**src/design/tkv_pkg.sv**
```systemverilog
`timescale 1ns / 1ps

package tkv_pkg;

   localparam int KEY_MAX_DEF = 32;
   localparam int CNT_W       = 6;
   localparam int RES_MAX     = 64;

   localparam logic [7:0] CH_LF  = 8'h0A;
   localparam logic [7:0] CH_CR  = 8'h0D;
   localparam logic [7:0] CH_TAB = 8'h09;

   typedef enum logic [1:0] {
      MODE_KEY,
      MODE_VALUE,
      MODE_DROP
   } line_mode_type;

   typedef enum logic [1:0] {
      ROLE_KEY_BYTE,
      ROLE_KEY_END,
      ROLE_VALUE_BYTE,
      ROLE_RECORD_END
   } role_type;

   typedef enum logic [1:0] {
      SEQ_IDLE,
      SEQ_KREAD,
      SEQ_KSEND,
      SEQ_EMIT
   } seq_state_type;

endpackage

```
**src/design/tkv_req_if.sv**
```systemverilog
`timescale 1ns / 1ps

interface tkv_req_if;
   logic       valid;
   logic       ready;
   logic [7:0] data_byte;
   logic       buffer_end;

   modport source (output valid, output data_byte, output buffer_end, input ready);
   modport sink (input valid, input data_byte, input buffer_end, output ready);
endinterface

```
**src/design/tkv_rsp_if.sv**
```systemverilog
`timescale 1ns / 1ps

interface tkv_rsp_if;
   logic       valid;
   logic       ready;
   logic [7:0] out_byte;
   logic [1:0] role;
   logic       key_cut;
   logic       run_end;

   modport source (output valid, output out_byte, output role, output key_cut,
                   output run_end, input ready);
   modport sink (input valid, input out_byte, input role, input key_cut,
                 input run_end, output ready);
endinterface

```
**src/design/tkv_ram.sv**
```systemverilog
`timescale 1ns / 1ps

module tkv_ram #(
   parameter int WIDTH = 8,
   parameter int DEPTH = 32,
   localparam int AddrW = (DEPTH > 1) ? $clog2(DEPTH) : 1
) (
   input  logic             clock,
   input  logic             wr_en,
   input  logic [AddrW-1:0] wr_addr,
   input  logic [WIDTH-1:0] wr_data,
   input  logic [AddrW-1:0] rd_addr,
   output logic [WIDTH-1:0] rd_data
);

   logic [WIDTH-1:0] mem_ff [DEPTH];
   logic [WIDTH-1:0] rd_data_ff;

   always_ff @(posedge clock) begin
      if (wr_en) begin
         mem_ff[wr_addr] <= wr_data;
      end
      rd_data_ff <= mem_ff[rd_addr];
   end

   assign rd_data = rd_data_ff;

endmodule

```
**src/design/tab_key_value_line_splitter.sv**
```systemverilog
`timescale 1ns / 1ps

// Channel   Direction  Handshake          Word
// req_if    in         valid/ready        data_byte, buffer_end
// rsp_if    out        valid/ready        out_byte, role, key_cut, run_end
//
// A byte that causes no result is taken and leaves the sequencer idle; new bytes are taken only
// while no earlier byte still has results to send.
// Results are sent as the sink takes them; a TAB that closes a key of N stored bytes
// first reads the key memory (state SEQ_KREAD), then sends N key bytes and the key end.
// The output register lets the next byte be taken while the last result waits.
// Reset is synchronous and clears the line state; the key memory is not cleared.

module tab_key_value_line_splitter #(
   parameter int KEY_MAX = tkv_pkg::KEY_MAX_DEF
) (
   input logic          clock,
   input logic          reset,
   tkv_req_if.sink      req_if,
   tkv_rsp_if.source    rsp_if
);

   localparam int AddrW = (KEY_MAX > 1) ? $clog2(KEY_MAX) : 1;
   localparam logic [tkv_pkg::CNT_W-1:0] KeyMaxC = tkv_pkg::CNT_W'(KEY_MAX);
   localparam logic [tkv_pkg::CNT_W-1:0] LimLast = tkv_pkg::CNT_W'(tkv_pkg::RES_MAX - 2);
   localparam logic [tkv_pkg::CNT_W-1:0] LimMid  = tkv_pkg::CNT_W'(tkv_pkg::RES_MAX - 1);

   tkv_pkg::seq_state_type seq_ff, seq_in;
   tkv_pkg::line_mode_type mode_ff, mode_in;
   logic [tkv_pkg::CNT_W-1:0] kc_ff, kc_in;
   logic                      ovf_ff, ovf_in;
   logic                      crh_ff, crh_in;
   logic [tkv_pkg::CNT_W-1:0] cnt_ff, cnt_in;
   logic [tkv_pkg::CNT_W-1:0] idx_ff, idx_in;
   logic                      pend_kend_ff, pend_kend_in;
   logic                      pend_cr_ff, pend_cr_in;
   logic                      pend_val_ff, pend_val_in;
   logic                      pend_rec_ff, pend_rec_in;
   logic                      cut_ff, cut_in;
   logic [7:0]                byte_ff, byte_in;

   logic                      rsp_valid_ff;
   logic [7:0]                rsp_byte_ff;
   tkv_pkg::role_type         rsp_role_ff;
   logic                      rsp_cut_ff;
   logic                      rsp_end_ff;

   logic                      load;
   logic [7:0]                load_byte;
   tkv_pkg::role_type         load_role;
   logic                      load_cut;
   logic                      load_end;
   logic                      slot_free;
   logic                      ram_we;
   logic [tkv_pkg::CNT_W-1:0] rd_idx;
   logic [7:0]                ram_rd;

   tkv_ram #(
      .WIDTH (8),
      .DEPTH (KEY_MAX)
   ) u_key_ram (
      .clock   (clock),
      .wr_en   (ram_we),
      .wr_addr (kc_ff[AddrW-1:0]),
      .wr_data (req_if.data_byte),
      .rd_addr (rd_idx[AddrW-1:0]),
      .rd_data (ram_rd)
   );

   assign slot_free     = !rsp_valid_ff || rsp_if.ready;
   assign req_if.ready  = (seq_ff == tkv_pkg::SEQ_IDLE);
   assign rsp_if.valid    = rsp_valid_ff;
   assign rsp_if.out_byte = rsp_byte_ff;
   assign rsp_if.role     = rsp_role_ff;
   assign rsp_if.key_cut  = rsp_cut_ff;
   assign rsp_if.run_end  = rsp_end_ff;

   always_ff @(posedge clock) begin
      if (reset) begin
         seq_ff       <= tkv_pkg::SEQ_IDLE;
         mode_ff      <= tkv_pkg::MODE_KEY;
         kc_ff        <= '0;
         ovf_ff       <= 1'b0;
         crh_ff       <= 1'b0;
         cnt_ff       <= '0;
         idx_ff       <= '0;
         pend_kend_ff <= 1'b0;
         pend_cr_ff   <= 1'b0;
         pend_val_ff  <= 1'b0;
         pend_rec_ff  <= 1'b0;
         rsp_valid_ff <= 1'b0;
      end else begin
         seq_ff       <= seq_in;
         mode_ff      <= mode_in;
         kc_ff        <= kc_in;
         ovf_ff       <= ovf_in;
         crh_ff       <= crh_in;
         cnt_ff       <= cnt_in;
         idx_ff       <= idx_in;
         pend_kend_ff <= pend_kend_in;
         pend_cr_ff   <= pend_cr_in;
         pend_val_ff  <= pend_val_in;
         pend_rec_ff  <= pend_rec_in;
         if (load) begin
            rsp_valid_ff <= 1'b1;
         end else if (rsp_if.ready) begin
            rsp_valid_ff <= 1'b0;
         end
      end
   end

   always_ff @(posedge clock) begin
      cut_ff  <= cut_in;
      byte_ff <= byte_in;
      if (load) begin
         rsp_byte_ff <= load_byte;
         rsp_role_ff <= load_role;
         rsp_cut_ff  <= load_cut;
         rsp_end_ff  <= load_end;
      end
   end

   always_comb begin
      logic                      ended;
      logic                      flush;
      logic [tkv_pkg::CNT_W-1:0] lim;

      ended        = 1'b0;
      flush        = 1'b0;
      lim          = req_if.buffer_end ? LimLast : LimMid;
      seq_in       = seq_ff;
      mode_in      = mode_ff;
      kc_in        = kc_ff;
      ovf_in       = ovf_ff;
      crh_in       = crh_ff;
      cnt_in       = cnt_ff;
      idx_in       = idx_ff;
      pend_kend_in = pend_kend_ff;
      pend_cr_in   = pend_cr_ff;
      pend_val_in  = pend_val_ff;
      pend_rec_in  = pend_rec_ff;
      cut_in       = cut_ff;
      byte_in      = byte_ff;
      ram_we       = 1'b0;
      rd_idx       = idx_ff;
      load         = 1'b0;
      load_byte    = 8'h00;
      load_role    = tkv_pkg::ROLE_RECORD_END;
      load_cut     = 1'b0;
      load_end     = 1'b0;

      unique case (seq_ff)
         tkv_pkg::SEQ_IDLE: begin
            if (req_if.valid) begin
               byte_in      = req_if.data_byte;
               pend_kend_in = 1'b0;
               pend_cr_in   = 1'b0;
               pend_val_in  = 1'b0;
               pend_rec_in  = 1'b0;
               unique case (mode_ff)
                  tkv_pkg::MODE_KEY: begin
                     if (req_if.data_byte == tkv_pkg::CH_LF) begin
                        ended = 1'b1;
                     end else if (req_if.data_byte == tkv_pkg::CH_TAB) begin
                        if (kc_ff == '0) begin
                           mode_in = tkv_pkg::MODE_DROP;
                        end else begin
                           flush        = 1'b1;
                           cnt_in       = (kc_ff > lim) ? lim : kc_ff;
                           cut_in       = ovf_ff || (kc_ff > lim);
                           idx_in       = '0;
                           pend_kend_in = 1'b1;
                           mode_in      = tkv_pkg::MODE_VALUE;
                           crh_in       = 1'b0;
                        end
                     end else if (kc_ff < KeyMaxC) begin
                        ram_we = 1'b1;
                        kc_in  = kc_ff + 1'b1;
                     end else begin
                        ovf_in = 1'b1;
                     end
                  end
                  tkv_pkg::MODE_VALUE: begin
                     if (req_if.data_byte == tkv_pkg::CH_LF) begin
                        pend_rec_in = 1'b1;
                        ended       = 1'b1;
                     end else begin
                        pend_cr_in  = crh_ff;
                        crh_in      = (req_if.data_byte == tkv_pkg::CH_CR);
                        pend_val_in = (req_if.data_byte != tkv_pkg::CH_CR);
                     end
                  end
                  default: begin
                     if (req_if.data_byte == tkv_pkg::CH_LF) begin
                        ended = 1'b1;
                     end
                  end
               endcase
               if (req_if.buffer_end && !ended && mode_in == tkv_pkg::MODE_VALUE) begin
                  pend_rec_in = 1'b1;
               end
               if (ended || req_if.buffer_end) begin
                  kc_in   = '0;
                  ovf_in  = 1'b0;
                  crh_in  = 1'b0;
                  mode_in = tkv_pkg::MODE_KEY;
               end
               if (flush) begin
                  seq_in = tkv_pkg::SEQ_KREAD;
               end else if (pend_cr_in || pend_val_in || pend_rec_in) begin
                  seq_in = tkv_pkg::SEQ_EMIT;
               end
            end
         end
         tkv_pkg::SEQ_KREAD: begin
            seq_in = tkv_pkg::SEQ_KSEND;
         end
         tkv_pkg::SEQ_KSEND: begin
            if (slot_free) begin
               load      = 1'b1;
               load_byte = ram_rd;
               load_role = tkv_pkg::ROLE_KEY_BYTE;
               idx_in    = idx_ff + 1'b1;
               if (idx_in == cnt_ff) begin
                  seq_in = tkv_pkg::SEQ_EMIT;
               end else begin
                  rd_idx = idx_in;
               end
            end
         end
         tkv_pkg::SEQ_EMIT: begin
            if (slot_free) begin
               load = 1'b1;
               if (pend_kend_ff) begin
                  load_role    = tkv_pkg::ROLE_KEY_END;
                  load_cut     = cut_ff;
                  load_end     = !(pend_cr_ff || pend_val_ff || pend_rec_ff);
                  pend_kend_in = 1'b0;
               end else if (pend_cr_ff) begin
                  load_byte  = tkv_pkg::CH_CR;
                  load_role  = tkv_pkg::ROLE_VALUE_BYTE;
                  load_end   = !(pend_val_ff || pend_rec_ff);
                  pend_cr_in = 1'b0;
               end else if (pend_val_ff) begin
                  load_byte   = byte_ff;
                  load_role   = tkv_pkg::ROLE_VALUE_BYTE;
                  load_end    = !pend_rec_ff;
                  pend_val_in = 1'b0;
               end else begin
                  load_end    = 1'b1;
                  pend_rec_in = 1'b0;
               end
               if (load_end) begin
                  seq_in = tkv_pkg::SEQ_IDLE;
               end
            end
         end
         default: begin
            seq_in = tkv_pkg::SEQ_IDLE;
         end
      endcase
   end

`ifndef SYNTHESIS
   a_count_bound: assert property (@(posedge clock) disable iff (reset)
      kc_ff <= KeyMaxC)
      else $error("stored key length beyond key memory depth");

   a_flush_index: assert property (@(posedge clock) disable iff (reset)
      (seq_ff == tkv_pkg::SEQ_KSEND) |-> (idx_ff < cnt_ff))
      else $error("key flush index ran past the key length");

   a_key_byte_not_last: assert property (@(posedge clock) disable iff (reset)
      (load && load_role == tkv_pkg::ROLE_KEY_BYTE) |-> !load_end)
      else $error("key byte marked as last word of a run");

   a_run_end_idle: assert property (@(posedge clock) disable iff (reset)
      (load && load_end) |=> (seq_ff == tkv_pkg::SEQ_IDLE))
      else $error("sequencer busy after last word of a run");

   a_idle_no_pending: assert property (@(posedge clock) disable iff (reset)
      (seq_ff == tkv_pkg::SEQ_IDLE) |->
         !(pend_kend_ff || pend_cr_ff || pend_val_ff || pend_rec_ff))
      else $error("pending words left while idle");
`endif

endmodule

```
**src/flat_wrapper.sv**
```systemverilog
// flat-port wrapper written by rule: the top's interface ports become plain ports
module tab_key_value_line_splitter_flat 
#(
   parameter int KEY_MAX = tkv_pkg::KEY_MAX_DEF
)
  (clock, reset, req_if_valid, req_if_data_byte, req_if_buffer_end, req_if_ready, rsp_if_valid, rsp_if_out_byte, rsp_if_role, rsp_if_key_cut, rsp_if_run_end, rsp_if_ready);
  tkv_req_if req_if_i ();
  tkv_rsp_if rsp_if_i ();
  input logic clock;
  input logic reset;
  input wire logic [$bits(req_if_i.valid)-1:0] req_if_valid;
  input wire logic [$bits(req_if_i.data_byte)-1:0] req_if_data_byte;
  input wire logic [$bits(req_if_i.buffer_end)-1:0] req_if_buffer_end;
  output wire logic [$bits(req_if_i.ready)-1:0] req_if_ready;
  output wire logic [$bits(rsp_if_i.valid)-1:0] rsp_if_valid;
  output wire logic [$bits(rsp_if_i.out_byte)-1:0] rsp_if_out_byte;
  output wire logic [$bits(rsp_if_i.role)-1:0] rsp_if_role;
  output wire logic [$bits(rsp_if_i.key_cut)-1:0] rsp_if_key_cut;
  output wire logic [$bits(rsp_if_i.run_end)-1:0] rsp_if_run_end;
  input wire logic [$bits(rsp_if_i.ready)-1:0] rsp_if_ready;
  assign req_if_i.valid = req_if_valid;
  assign req_if_i.data_byte = req_if_data_byte;
  assign req_if_i.buffer_end = req_if_buffer_end;
  assign req_if_ready = req_if_i.ready;
  assign rsp_if_valid = rsp_if_i.valid;
  assign rsp_if_out_byte = rsp_if_i.out_byte;
  assign rsp_if_role = rsp_if_i.role;
  assign rsp_if_key_cut = rsp_if_i.key_cut;
  assign rsp_if_run_end = rsp_if_i.run_end;
  assign rsp_if_i.ready = rsp_if_ready;
  tab_key_value_line_splitter #(.KEY_MAX(KEY_MAX)) u_core (.clock(clock), .reset(reset), .req_if(req_if_i), .rsp_if(rsp_if_i));
endmodule
```
**config.mk**
```make
export PLATFORM = sky130hd
export DESIGN_NAME = tab_key_value_line_splitter_flat
export DESIGN_NICKNAME = d
export VERILOG_FILES = /design/src/design/tkv_pkg.sv /design/src/design/tkv_req_if.sv /design/src/design/tkv_rsp_if.sv /design/src/design/tkv_ram.sv /design/src/design/tab_key_value_line_splitter.sv /design/src/flat_wrapper.sv
export SDC_FILE = /design/constraint.sdc
export NUM_CORES = 1
export LEC_CHECK = 0
export BUFFER_PORTS_ARGS = -buffer_cell sky130_fd_sc_hd__buf_2
export CAP_MARGIN = 10
export CORE_MARGIN = 1.5
export CORE_UTILIZATION = 50
export CTS_BUF_LIST = sky130_fd_sc_hd__clkbuf_16
export CTS_CLUSTER_DIAMETER = 80
export DETAILED_ROUTE_END_ITERATION = 6
export GPL_ROUTABILITY_DRIVEN = 0
export PLACE_DENSITY = 0.71
export REMOVE_ABC_BUFFERS = 1
export SKIP_CTS_REPAIR_TIMING = 1
export SYNTH_ARGS = -nofsm -noshare
export SYNTH_HDL_FRONTEND = slang
export SYNTH_SLANG_ARGS = --single-unit
```
**constraint.sdc**
```tcl
create_clock -name clock -period 8.75 [get_ports clock]
set_clock_uncertainty 0.05 [all_clocks]
set_input_delay 1.3125 -clock clock [delete_from_list [all_inputs] [get_ports clock]]
set_output_delay 1.3125 -clock clock [all_outputs]
set_load 0.01 [all_outputs]
```
After elaboration in Yosys (flattened, before gate mapping)
Memories as Yosys holds them, arrays and structs flattened. A register that Yosys moved wholly into a read port is not among the register bits.
Index checks and enable logic that the tools add are counted.
{"block": "totals", "register_bits": 50, "ramBits": 256, "output_inout_bits": 14, "word_cells": 203, "memories": 1}
{"block": "classes", "add_sub_neg": 2, "magnitude_cmp": 2, "eq_ne": 30, "muxes": 110, "n_bitwise": 2, "n_reduce_logical": 38}
{"memory": "u_core.u_key_ram.mem_ff", "depth": 32, "width": 8, "read_ports": 1, "rd_ports_with_merged_regs": 1, "write_ports": 1, "line": "tkv_ram.sv:16", "text": "logic [WIDTH-1:0] mem_ff [DEPTH];"}
{"cell": "$mux W6", "count": 12}
{"cell": "$mux W1", "count": 63}
{"cell": "$mux W8", "count": 5}
{"cell": "$mux W2", "count": 18}
{"cell": "$reduce_and A6 Y1", "count": 5}
{"cell": "$eq A8 B4 Y1 const B", "count": 3}
{"cell": "$ne A2 B2 Y1 const B", "count": 9}
{"cell": "$pmux W8 S2", "count": 1}
{"cell": "$mux W5", "count": 3}
{"cell": "$reduce_and A7 Y1", "count": 2}
{"cell": "$add A6 B1 Y6 const B", "count": 2}
{"cell": "$ne A2 B1 Y1 const B", "count": 6}
{"cell": "$pmux W6 S2", "count": 1}
{"cell": "$pmux W1 S2", "count": 5}
{"cell": "$reduce_bool A2 Y1", "count": 5}
{"cell": "$ne A3 B3 Y1 const B", "count": 3}
{"cell": "$logic_or A1 B1 Y1", "count": 8}
{"cell": "$ne A8 B4 Y1 const B", "count": 1}
{"cell": "$pmux W2 S4", "count": 1}
{"cell": "$eq A2 B1 Y1 const B", "count": 3}
{"cell": "$eq A6 B6 Y1", "count": 1}
{"cell": "$gt A6 B6 Y1", "count": 1}
{"cell": "$logic_not A6 Y1", "count": 1}
{"cell": "$lt A6 B6 Y1 const B", "count": 1}
{"cell": "13 further kinds", "count": 24}

Logic depth before layout (Yosys ltp)
Gate-level depths: netlist of run 1.
{"block": "depth", "word_depth": 17, "depth_mapped": 13, "mapped_depth_nobuf": 10}

Cells and area by module
From an unflattened synthesis of run 1, not the netlist that was laid out.
{"block": "unflattened", "cells_unflattened": 699, "area_unflattened_um2": 12644.6}
{"mod": "tkv_ram", "n_inst": 1, "cells_each": 417, "area_per_inst_um2": 10053.4, "seq_area_each_um2": 7847.5}
{"mod": "tab_key_value_line_splitter", "n_inst": 1, "cells_each": 282, "area_per_inst_um2": 2591.2, "seq_area_each_um2": 1211.2}

Worst setup path before layout of run 1
Ideal clock, no wire load.
{"block": "synth_path", "path_kind": "input to register", "start": "input port rsp_if_ready", "end": "register u_core.u_key_ram.rd_data_ff[6] (netlist: u_core.u_key_ram.rd_data[6]), read port of u_core.u_key_ram.mem_ff", "setup_ps": 117, "arrival_ps": 3348, "t_required_ps": 8583, "setup_slack_ps": 5235, "stages": 8, "cell_sequence": "nand2b_1 > and2_1 > clkbuf_1 > o211ai_2 > xor2_2 > mux2_2 > a221oi_1 > and4b_1"}
{"block": "synth_via", "elab_chain_len": 3}
{"item": "start: declaration", "line": "flat_wrapper.sv:20", "text": "input wire logic [$bits(rsp_if_i.ready)-1:0] rsp_if_ready;"}
{"item": "$logic_or A1 B1 Y1", "line": "tab_key_value_line_splitter.sv:70", "text": "assign slot_free = !rsp_valid_ff || rsp_if.ready;"}
{"item": "$mux W5", "line": "tab_key_value_line_splitter.sv:219", "text": "if (slot_free) begin"}
{"item": "$mux W5", "line": "tab_key_value_line_splitter.sv:152", "text": "unique case (seq_ff)"}
{"item": "end: declaration", "line": "tkv_ram.sv:17", "text": "logic [WIDTH-1:0] rd_data_ff;"}
No other way between the ends.
A chain may end at the register's enable or synchronous reset.

Worst setup path in the final report of run 1
{"block": "layout_path", "start": "register u_core.idx_ff[1] in the netlist's numbering", "end": "register u_core.u_key_ram.rd_data_ff[1] (netlist: u_core.u_key_ram.rd_data[1]), read port of u_core.u_key_ram.mem_ff"}
{"block": "layout_via", "elab_chain_len": 5}
{"item": "start: declaration", "line": "tab_key_value_line_splitter.sv:34", "text": "logic [tkv_pkg::CNT_W-1:0] idx_ff, idx_in;"}
{"item": "start signal: assignment", "line": "tab_key_value_line_splitter.sv:99", "text": "idx_ff <= idx_in;"}
{"item": "$add A6 B1 Y6", "line": "tab_key_value_line_splitter.sv:223", "text": "idx_in = idx_ff + 1'b1;"}
{"item": "$eq A6 B6 Y1", "line": "tab_key_value_line_splitter.sv:224", "text": "if (idx_in == cnt_ff) begin"}
{"item": "$mux W5", "line": "tab_key_value_line_splitter.sv:224"}
{"item": "$mux W5", "line": "tab_key_value_line_splitter.sv:219"}
{"item": "$mux W5 *", "line": "tab_key_value_line_splitter.sv:152"}
Mark *: on every way between the ends. The rest lies on a longest branch, timed or not.

==> results of run 1 <==
## cell families (layout without fill, tap and decap cells)
group	count (synthesis)	after routing	share of synthesized area, %
mux	196	196	15.5
simple gates	255	255	9.51
flops	314	314	62.3
compound gates	164	164	8.36
fa+ha+maj	10	10	0.843
buf+inv	80	110	2.58
xor+xnor	13	13	0.886
## where the power goes
part | internal (mW) | total (mW) | switching [mW]
clock | 0.872 | 1.44 | 0.567
sequential | 1.71 | 1.76 | 0.0520
combinational | 0.217 | 0.552 | 0.335
total | 2.80 | 3.75 | 0.954
## synth_stat cells (6+ instances only)
| library cell | instances |
|---|---|
| dfxtp_1 | 37 |
| nor2_1 | 73 |
| inv_1 | 13 |
| o21ai_0 | 16 |
| or2_0 | 7 |
| edfxtp_1 | 277 |
| mux4_2 | 23 |
| o41ai_1 | 16 |
| nand3_1 | 9 |
| a22oi_1 | 12 |
| a211oi_1 | 67 |
| and3_1 | 69 |
| ha_1 | 9 |
| nand2_1 | 32 |
| nand2b_1 | 7 |
| a21oi_1 | 17 |
| xnor2_1 | 6 |
| clkbuf_1 | 36 |
| buf_2 | 21 |
| nor3_1 | 12 |
| mux2i_1 | 169 |
| and4_1 | 8 |
## state kept, by name (all words and copies together), names as in the netlist, 2 cells and up
| signal | flops |
|---|---|
| u_core.u_key_ram.mem_ff | 256 |
| u_core.rsp_if.out_byte | 8 |
| u_core.mode_ff | 2 |
| u_core.idx_ff | 6 |
| u_core.seq_ff | 2 |
| u_core.byte_ff | 8 |
| u_core.kc_ff | 6 |
| u_core.u_key_ram.rd_data | 8 |
| u_core.cnt_ff | 6 |
| u_core.rsp_if.role | 2 |
## stage by stage
stage | std cells | util, % | power (mW) | hold slack (ps) | instance area [µm²]
2_1_floorplan | 965 | - | 2.14 | 388 | 14200
3_3_place_gp | 1386 | 52.3 | 2.34 | 415 | 15000
3_5_place_dp | 1386 | 52.3 | 2.35 | 435 | 15000
4_1_cts | 1446 | 56.2 | 3.78 | 444 | 16100
5_1_grt | 1446 | 56.2 | 3.87 | 484 | 16100
6_report | 1446 | 56.2 | 3.75 | 444 | 16100
## layer usage
layer / GRT usage, % / vias up / wire length [µm]
met5: 0 / - / 0
met4: 6.09 / 0 / 648
met3: 2.81 / 48 / 1680
met2: 35.7 / 276 / 15700
met1: 31.7 / 4416 / 15000
li1: - / 4069 / -
## worst max-delay path, delay by kind of cell (launching register included)
kind,cells,cell delay (ps)
adder cells (fa/ha/maj),1,430
buffers and inverters,2,1430
flip-flops,1,530
XOR/XNOR,1,180
AO/OA/AOI/OAI,4,1880
AND/OR/NAND/NOR,3,660
## cell type report
class	count	area (µm²)	share of cell area [%]
flip-flops and latches	314	9060	56.4
multi-input cells	638	5150	32.1
clock buffers	35	876	5.45
well taps	384	480	2.99
clock inverters	25	239	1.49
repair buffers	37	213	1.32
inverters	13	48.8	0.304
## final timing paths
check | startpoint | slack (ps) | end
setup / recovery | u_core.idx_ff[1] | 3390 | u_core.u_key_ram.rd_data[1]
hold / removal | u_core.ovf_ff | 440 | u_core.ovf_ff
setup reg to reg | u_core.idx_ff[1] | 3390 | u_core.u_key_ram.rd_data[1]
hold reg to reg | u_core.ovf_ff | 440 | u_core.ovf_ff
==> qor.yml, run 1 <==
synth_edf_count: 277
max_freq_mhz: 187
yosysTopAreaCell: "edfxtp_1"
dieArea_um2: 30100
fin_nets: 1061
layout_commonest_cell: "edfxtp_1"
critical_path.slowest_cell: "buf_4"
worstSetupStartpointType: "flop"
htreeDepth: 2
wl_per_cell_um: 22.8
antenna_found_initial: 0
cts_num_sinks: 314
leakagePower_nw: 5.18
cts_buffers: 35
grt_pass1_wl_um: 51500
syn_area_um2: 14500
path_cells: "buf_4 > ha_4 > xor2_1 > nor2_1 > nand3_1 > o21ai_4 > buf_4 > a31oi_2 > a211oi_1 > o41ai_1 > and4_1"
die_width_um: 174
grt_max_degree: 66
worstSetupPathType: "flop to flop"
ys.flop_type: "edfxtp_1"
synth_area_leaders: "edfxtp_1, mux2i_1, dfxtp_1"
setup_slack_ps: 3390
vias_per_cell: 6.09
place_ws_ps: 3440
whs_path_depth: 2
drive_gt1_share_pct: 12.9
ff2ff_path_depth: 11
cts-root-buf: "clkbuf_16"
portBuffers: 26
clock_latency_ps: 510
synth_top_area_share_pct: 57.2
die_y_um: 174
post_synth.cell_area_avg_um2: 14.1
crit_path_end_kind: "flop"
synth-async-reset-ratio_pct: 0
yosysUniqueCellTypes: 68
timing.max_cap.violations: 0
dr.pass1.iters: 5
powerDensity_nw_per_um2: 233
netlist_instances: 1032
grt_use_total_pct: 22.1
grt_overflow: 0
fill_cells: 2212
status: "finished clean"
drc_errors: 0
cp_max_fo: 54
drt_wl_total_um: 33000
fin_tns_setup_ps: 0
hold_path_class: "flop to flop"
floorplan.initialDensity_pct: 50.8
hold_viol: 0
yosysWarnings: 0
slowest_delay_ps: 800
rsz0062_at_grt: "false"
area_growth_pct: 10.6
final_cell_mix: "edfxtp_1, mux2i_1, nor2_1, and3_1, a211oi_1"
final-setup-viol-count: 0
slew_headroom_pct: 18.5
required_ps: 9090
drt_iter0_drc: 874
core.rowCount: 62
worst_slew_pin_slew_ps: 1220
min_period_over_period_pct: 61.2
fin_crit_ps: 5360
cp.arrival_ps: 5690
clkTransAtPathRegs_ps: 60
ys_seq_area_share_pct: 62.3
vdd_ir_drop_max_mv: 0.126
drv_slew: 0
clockBufferDepth: 3
vias: 8809
dp_hpwl_um: 20800
synth_seq_cells: 314
cts_tree: "done"
grt_pass1_vias: 8590
ant_nets: 0
core_area_um2: 28600
n_antenna_cell: 0
io_pins: 27
crit_top_cell: "buf_4"
Power figures use the tool's default switching activity.
==> run 2, diff against run 1 <==
ABC_AREA = 1   (was not set)
PLACE_DENSITY = 0.73   (was 0.71)
clock period = 4.43 ns   (was 8.75 ns; I/O delays follow)
==> run 2 against run 1 <==
  * Setup slack lost 2700 ps
  * Combinational power grew 19%
  * Critical path depth grew 6
  * Maximum frequency grew 44%
  * Highest routed layer unchanged
  * Critical endpoint is now u_core.u_key_ram.rd_data[3]
  * Critical path type unchanged
  * First-iteration DRC count grew 40%
  * Largest cell class unchanged
  * Sequential cell count is the same
  * Final cell count grew 33%
  * Sequential share of layout area grew 0.94 points
==> qor.yml, run 2 <==
n_antenna_cell: 0
required_ps: 4830
clockBufferDepth: 3
whs_path_depth: 2
grt_overflow: 0
synth_top_family_by_area: "simple AND/OR/NAND/NOR gates"
hold_viol: 0
post-route-util_pct: 56.4
synth-async-reset-ratio_pct: 0
final_cells: 1918
dieArea_um2: 29800
grt_use_total_pct: 23.5
yosysUniqueCellTypes: 39
hold_slack_ps: 415
slew_headroom_pct: 32.6
grt_pass1_vias: 9957
clock_latency_ps: 510
min_from: "u_core.ovf_ff"
final_cell_mix: "nand2_1, inv_1, nand3_1, edfxtp_1, nor2_1"
dp_cells: 1858
wl_per_cell_um: 18.1
yosysTopAreaCell: "edfxtp_1"
max_freq_mhz: 269
die_y_um: 173
worstSetupStartpointType: "flop"
area_growth_pct: 9.90
drive_gt1_share_pct: 7.21
syn_area_um2: 14400
timing.max_cap.violations: 0
rrSetupSlack_ps: 710
io_pins: 27
netlist_instances: 1492
rr_endpoint: "u_core.u_key_ram.rd_data[3]"
cts-root-buf: "clkbuf_16"
cts_tree: "done"
rsz0062_at_grt: "false"
drc_errors: 0
vias_per_cell: 5.42
vdd_ir_drop_max_mv: 0.286
post_synth.cell_area_avg_um2: 9.64
synth_seq_cells: 314
drv_slew: 0
dr.pass1.iters: 6
floorplan.initialDensity_pct: 51.3
fin_tns_setup_ps: 0
clkTransAtPathRegs_ps: 60
status: "finished clean"
fin_nets: 1538
core.rowCount: 61
rr_startpoint: "u_core.idx_ff[0]"
synthAdderAreaFrac_pct: 0.783
cts_buffers: 34
design_area_um2: 15800
synth_xor_area_share_pct: 0
cp_max_fo: 33
min_period_over_period_pct: 84.0
ff2ff_path_depth: 17
synth_top_area_share_pct: 57.8
ant_nets: 0
layout_commonest_cell: "nand2_1"
muxShareOfSynthArea_pct: 0
cts_num_sinks: 314
grt_pass1_wl_um: 54900
synthSimpleGateAreaFrac_pct: 22.7
powerDensity_nw_per_um2: 417
worst_slew_pin_slew_ps: 1010
synth_edf_count: 277
fill_cells: 2408
fin_crit_ps: 3720
netlist_top_cells_count: "nand2_1, inv_1, nand3_1"
dpl_cell_area_um2: 14800
yosysWarnings: 0
core_area_um2: 28000
largest_register_ffs: 256
vias: 10400
crit_path_end_kind: "flop"
drt_wl_total_um: 34800
htreeDepth: 2
grt_max_degree: 65
holdPathEnd: "u_core.ovf_ff"
portBuffers: 26
synth-compound-area-share_pct: 2.80
ys.flop_type: "edfxtp_1"
antenna_found_initial: 0
die_width_um: 173
dp_hpwl_um: 21500
synth_most_common_cell: "nand2_1"
hold_path_class: "flop to flop"
drt_iter0_drc: 1220
leakagePower_nw: 6.72
ys_seq_area_share_pct: 63.0
top_register: "u_core.u_key_ram.mem_ff"
cp.arrival_ps: 4120
final-setup-viol-count: 0
synth_area_leaders: "edfxtp_1, nand3_1, nand2_1"
worstSetupPathType: "flop to flop"
## run 2: cell count changes after synthesis, moves of 9 or more
cell	before	now
nand2_1	32	325
a211oi_1	67	0
and3_1	69	0
a22oi_1	12	0
inv_1	13	310
clkbuf_1	36	8
mux2i_1	169	0
buf_2	21	30
nand3_1	9	306
o41ai_1	16	0
mux4_2	23	0
a21oi_1	17	28
## run 2: logic make-up after synthesis
family          after synthesis
flops                       314
simple gates                731
compound gates               66
fa+ha+maj                     9
buf+inv                     372
## run 2: per-layer routing
layer  up-vias  global-route usage [%]  wire length [µm]
li1       4894                       -                 -
met1      4945                    32.7             14500
met2       489                    37.5             16300
met3        74                    4.18              3010
met4         0                    7.93               923
met5         -                       0                 0
## run 2: cell type report
type,count,area (µm²),area share [%]
Inverter,315,1180,7.50
Clock inverter,23,95.1,0.602
Tap cell,378,473,2.99
Sequential cell,314,9060,57.3
Multi-Input combinational cell,806,3780,23.9
Clock buffer,37,926,5.86
Timing Repair Buffer,45,285,1.80
## run 2: power breakdown
part           switching [mW]  total (mW)  leakage, nW  internal, mW
Sequential             0.0357        3.33         2.80          3.29
Clock                    1.11        2.61        0.538          1.49
Combinational           0.480       0.656         3.38         0.176
## run 2: critical path, stage by stage (launching register included)
cell and delay (ps):
dfxtp_1 590, ha_1 380, inv_2 110, nand2_1 50, nand2_1 70, nor2_1 40
nand3_1 70, nor2_2 50, nand3_4 130, nand2_8 100, o21ai_4 760, buf_4 510
nand3_1 180, nand3_1 130, nand3_1 130, nand2_1 100, nand2_1 90, nand2_1 70
## run 2: how the worst max path moves through the flow
| stage | start | endpoint | slack [ps] | cells past startpoint |
|---|---|---|---|---|
| final | u_core.idx_ff[0] | u_core.u_key_ram.rd_data[3] | 710 | 17 |
| after global routing | u_core.idx_ff[0] | u_core.u_key_ram.rd_data[0] | 450 | 18 |
| after CTS | u_core.idx_ff[0] | u_core.u_key_ram.rd_data[5] | 770 | 17 |
| after detailed placement | req_if_data_byte[1] | u_core.u_key_ram.mem_ff[26][7] | 710 | 7 |
| after global placement | req_if_data_byte[1] | u_core.u_key_ram.mem_ff[26][7] | 810 | 7 |
| after floorplan | rsp_if_ready | u_core.u_key_ram.rd_data[0] | 630 | 11 |
## run 2: stage by stage
step	worst slack, ps	total power, mW
floorplan	627	3.76
global placement	812	4.02
detailed placement	711	4.03
CTS	767	6.60
global route	447	6.80
finish	710	6.59
==> run 3, diff against run 2 <==
ABC_AREA = 0   (was 1)
clock period = 3.2 ns   (was 4.43 ns; I/O delays follow)
==> run 3 against run 2 <==
  * Critical path depth is 6 lower
  * Via count is 12% lower
  * Critical path type unchanged
  * Register-to-register slack worse by 580 ps
  * Global-route usage is 0.15 points lower
  * Combinational power grew to 2.7 times the previous value
  * Core utilization is 2.6 points higher
  * Total power is 62% higher
==> qor.yml, run 3 (synthesis results as in run 1) <==
min_from: "req_if_data_byte[2]"
cts-root-buf: "clkbuf_16"
hold_viol: 0
worst_slew_pin_slew_ps: 920
htreeDepth: 2
fill_cells: 2164
holdPathEnd: "u_core.byte_ff[2]"
worstSetupStartpointType: "flop"
vdd_ir_drop_max_mv: 0.346
leakagePower_nw: 5.58
crit_family: "compound AO/OA/AOI/OAI gates"
layout_commonest_cell: "edfxtp_1"
fin_crit_ps: 3070
grt_max_degree: 67
die_y_um: 174
crit_top_cell: "buf_12"
io_pins: 27
whs_path_depth: 1
clockBufferDepth: 3
drt_iter0_drc: 958
final-setup-viol-count: 0
worstSetupPathType: "flop to flop"
power.internal_mw: 7.96
clock_latency_ps: 520
antenna_found_initial: 1
status: "finished clean"
rrSetupSlack_ps: 130
core_area_um2: 28600
drive_gt1_share_pct: 20.2
slew_headroom_pct: 38.1
rr_endpoint: "u_core.u_key_ram.rd_data[7]"
p_switching_mw: 2.73
cp_max_fo: 50
wl_per_cell_um: 23.2
powerDensity_nw_per_um2: 632
grt_pass1_vias: 8986
drv_slew: 0
dieArea_um2: 30100
ant_nets: 0
vias: 9165
p_comb_share_pct: 16.7
ff2ff_path_depth: 11
hold_path_class: "input pin to flop"
path_buf_inv: 2
crit_path_end_kind: "flop"
die_width_um: 174
max_freq_mhz: 325
cts_buffers: 34
dp_hpwl_um: 22700
slowest_delay_ps: 560
timing.max_cap.violations: 0
cp.arrival_ps: 3440
portBuffers: 26
dr.pass1.iters: 5
critical_path.slowest_cell: "a211oi_1"
top_register: "u_core.u_key_ram.mem_ff"
rr_startpoint: "u_core.idx_ff[0]"
min_period_over_period_pct: 96.0
floorplan.initialDensity_pct: 50.8
startpoint: "u_core.idx_ff[0]"
fin_tns_setup_ps: 0
drc_errors: 0
final_cell_mix: "edfxtp_1, mux2i_1, and3_1, a211oi_1, nor2_1"
grt_use_total_pct: 23.4
vias_per_cell: 6.09
largest_register_ffs: 256
path_cells: "ha_4 > nand3_2 > xnor2_1 > nand2_1 > a221oi_4 > buf_12 > nand2_2 > buf_12 > a211oi_1 > o41ai_1 > and4_1"
fin_nets: 1117
pwr-share-seq_pct: 44.8
rsz0062_at_grt: "false"
grt_pass1_wl_um: 53700
clockPowerShare_pct: 38.5
drt_wl_total_um: 34900
cts_tree: "done"
core.rowCount: 62
clkTransAtPathRegs_ps: 60
final_cells: 1506
required_ps: 3560
dp_cells: 1443
area_growth_pct: 16.3
cts_num_sinks: 314
switching_share_pct: 25.6
grt_overflow: 0
-- run 3: cell count changes in the layout (fill, tap and decap cells not counted), sizes merged, moves of 11 or more --
cell / before / now
inv: 325 / 21
nand3: 310 / 10
nand2: 331 / 33
mux2i: 0 / 169
a211oi: 0 / 69
and3: 0 / 69
buf: 45 / 94
mux4: 0 / 23
o41ai: 0 / 16
a22oi: 0 / 14
o21ai: 30 / 17
a21oi: 28 / 17
-- run 3: power by group through the flow --
stage                     Sequential [mW]  Clock, mW  Combinational, mW
after detailed placement             4.87          0               1.75
after global routing                 4.80       4.32               1.90
after global placement               4.87          0               1.73
final                                4.79       4.12               1.78
after floorplan                      4.85          0               1.01
after CTS                            4.79       4.16               1.76
-- run 3: metal layers --
metal | part of all wire (%) | vias up | routed length, µm | GRT usage [%]
li1 | - | 4180 | - | -
met1 | 43 | 4599 | 15100 | 33.0
met2 | 47 | 324 | 16400 | 37.7
met3 | 7.0 | 62 | 2450 | 3.71
met4 | 2.5 | 0 | 884 | 6.63
met5 | 0 | - | 0 | 0
-- run 3: worst max path at each step --
| stage | endpoint | slack, ps | depth (start not counted) |
|---|---|---|---|
| floorplan | u_core.u_key_ram.rd_data[0] | -6520 | 9 |
| global placement | u_core.u_key_ram.rd_data[4] | -40 | 10 |
| detailed placement | u_core.u_key_ram.rd_data[4] | -70 | 10 |
| CTS | u_core.u_key_ram.rd_data[4] | -100 | 10 |
| global route | u_core.u_key_ram.rd_data[6] | 20 | 9 |
| finish | u_core.u_key_ram.rd_data[7] | 130 | 11 |
-- run 3: layout make-up --
cell class | count | area (µm²) | share of cell area, %
Tap cell | 384 | 480 | 2.84
Timing Repair Buffer | 94 | 866 | 5.12
Multi-Input combinational cell | 638 | 5260 | 31.1
Clock buffer | 35 | 876 | 5.18
Sequential cell | 314 | 9060 | 53.6
Inverter | 13 | 48.8 | 0.289
Antenna cell | 1 | 2.50 | 0.0148
Clock inverter | 27 | 309 | 1.83
-- run 3: metrics by stage --
stage	hold WS, ps	cell area, µm²	setup WS, ps	utilization (%)	power [mW]
3_5_place_dp	437	15600	-71.7	54.5	6.63
3_3_place_gp	406	15600	-35.9	54.5	6.60
2_1_floorplan	388	14200	-6520	-	5.86
5_1_grt	293	16900	15.2	59.1	11.0
6_report	302	16900	128	59.1	10.7
4_1_cts	292	16800	-96.1	58.7	10.7
-- run 3: worst register-to-register path, cell delays in order, from the launching register on --
cell and delay, ps:
dfxtp_2 410, ha_4 210, nand3_2 100, xnor2_1 270, nand2_1 140, a221oi_4 280, buf_12 220, nand2_2 120
buf_12 210, a211oi_1 600, o41ai_1 180, and4_1 200
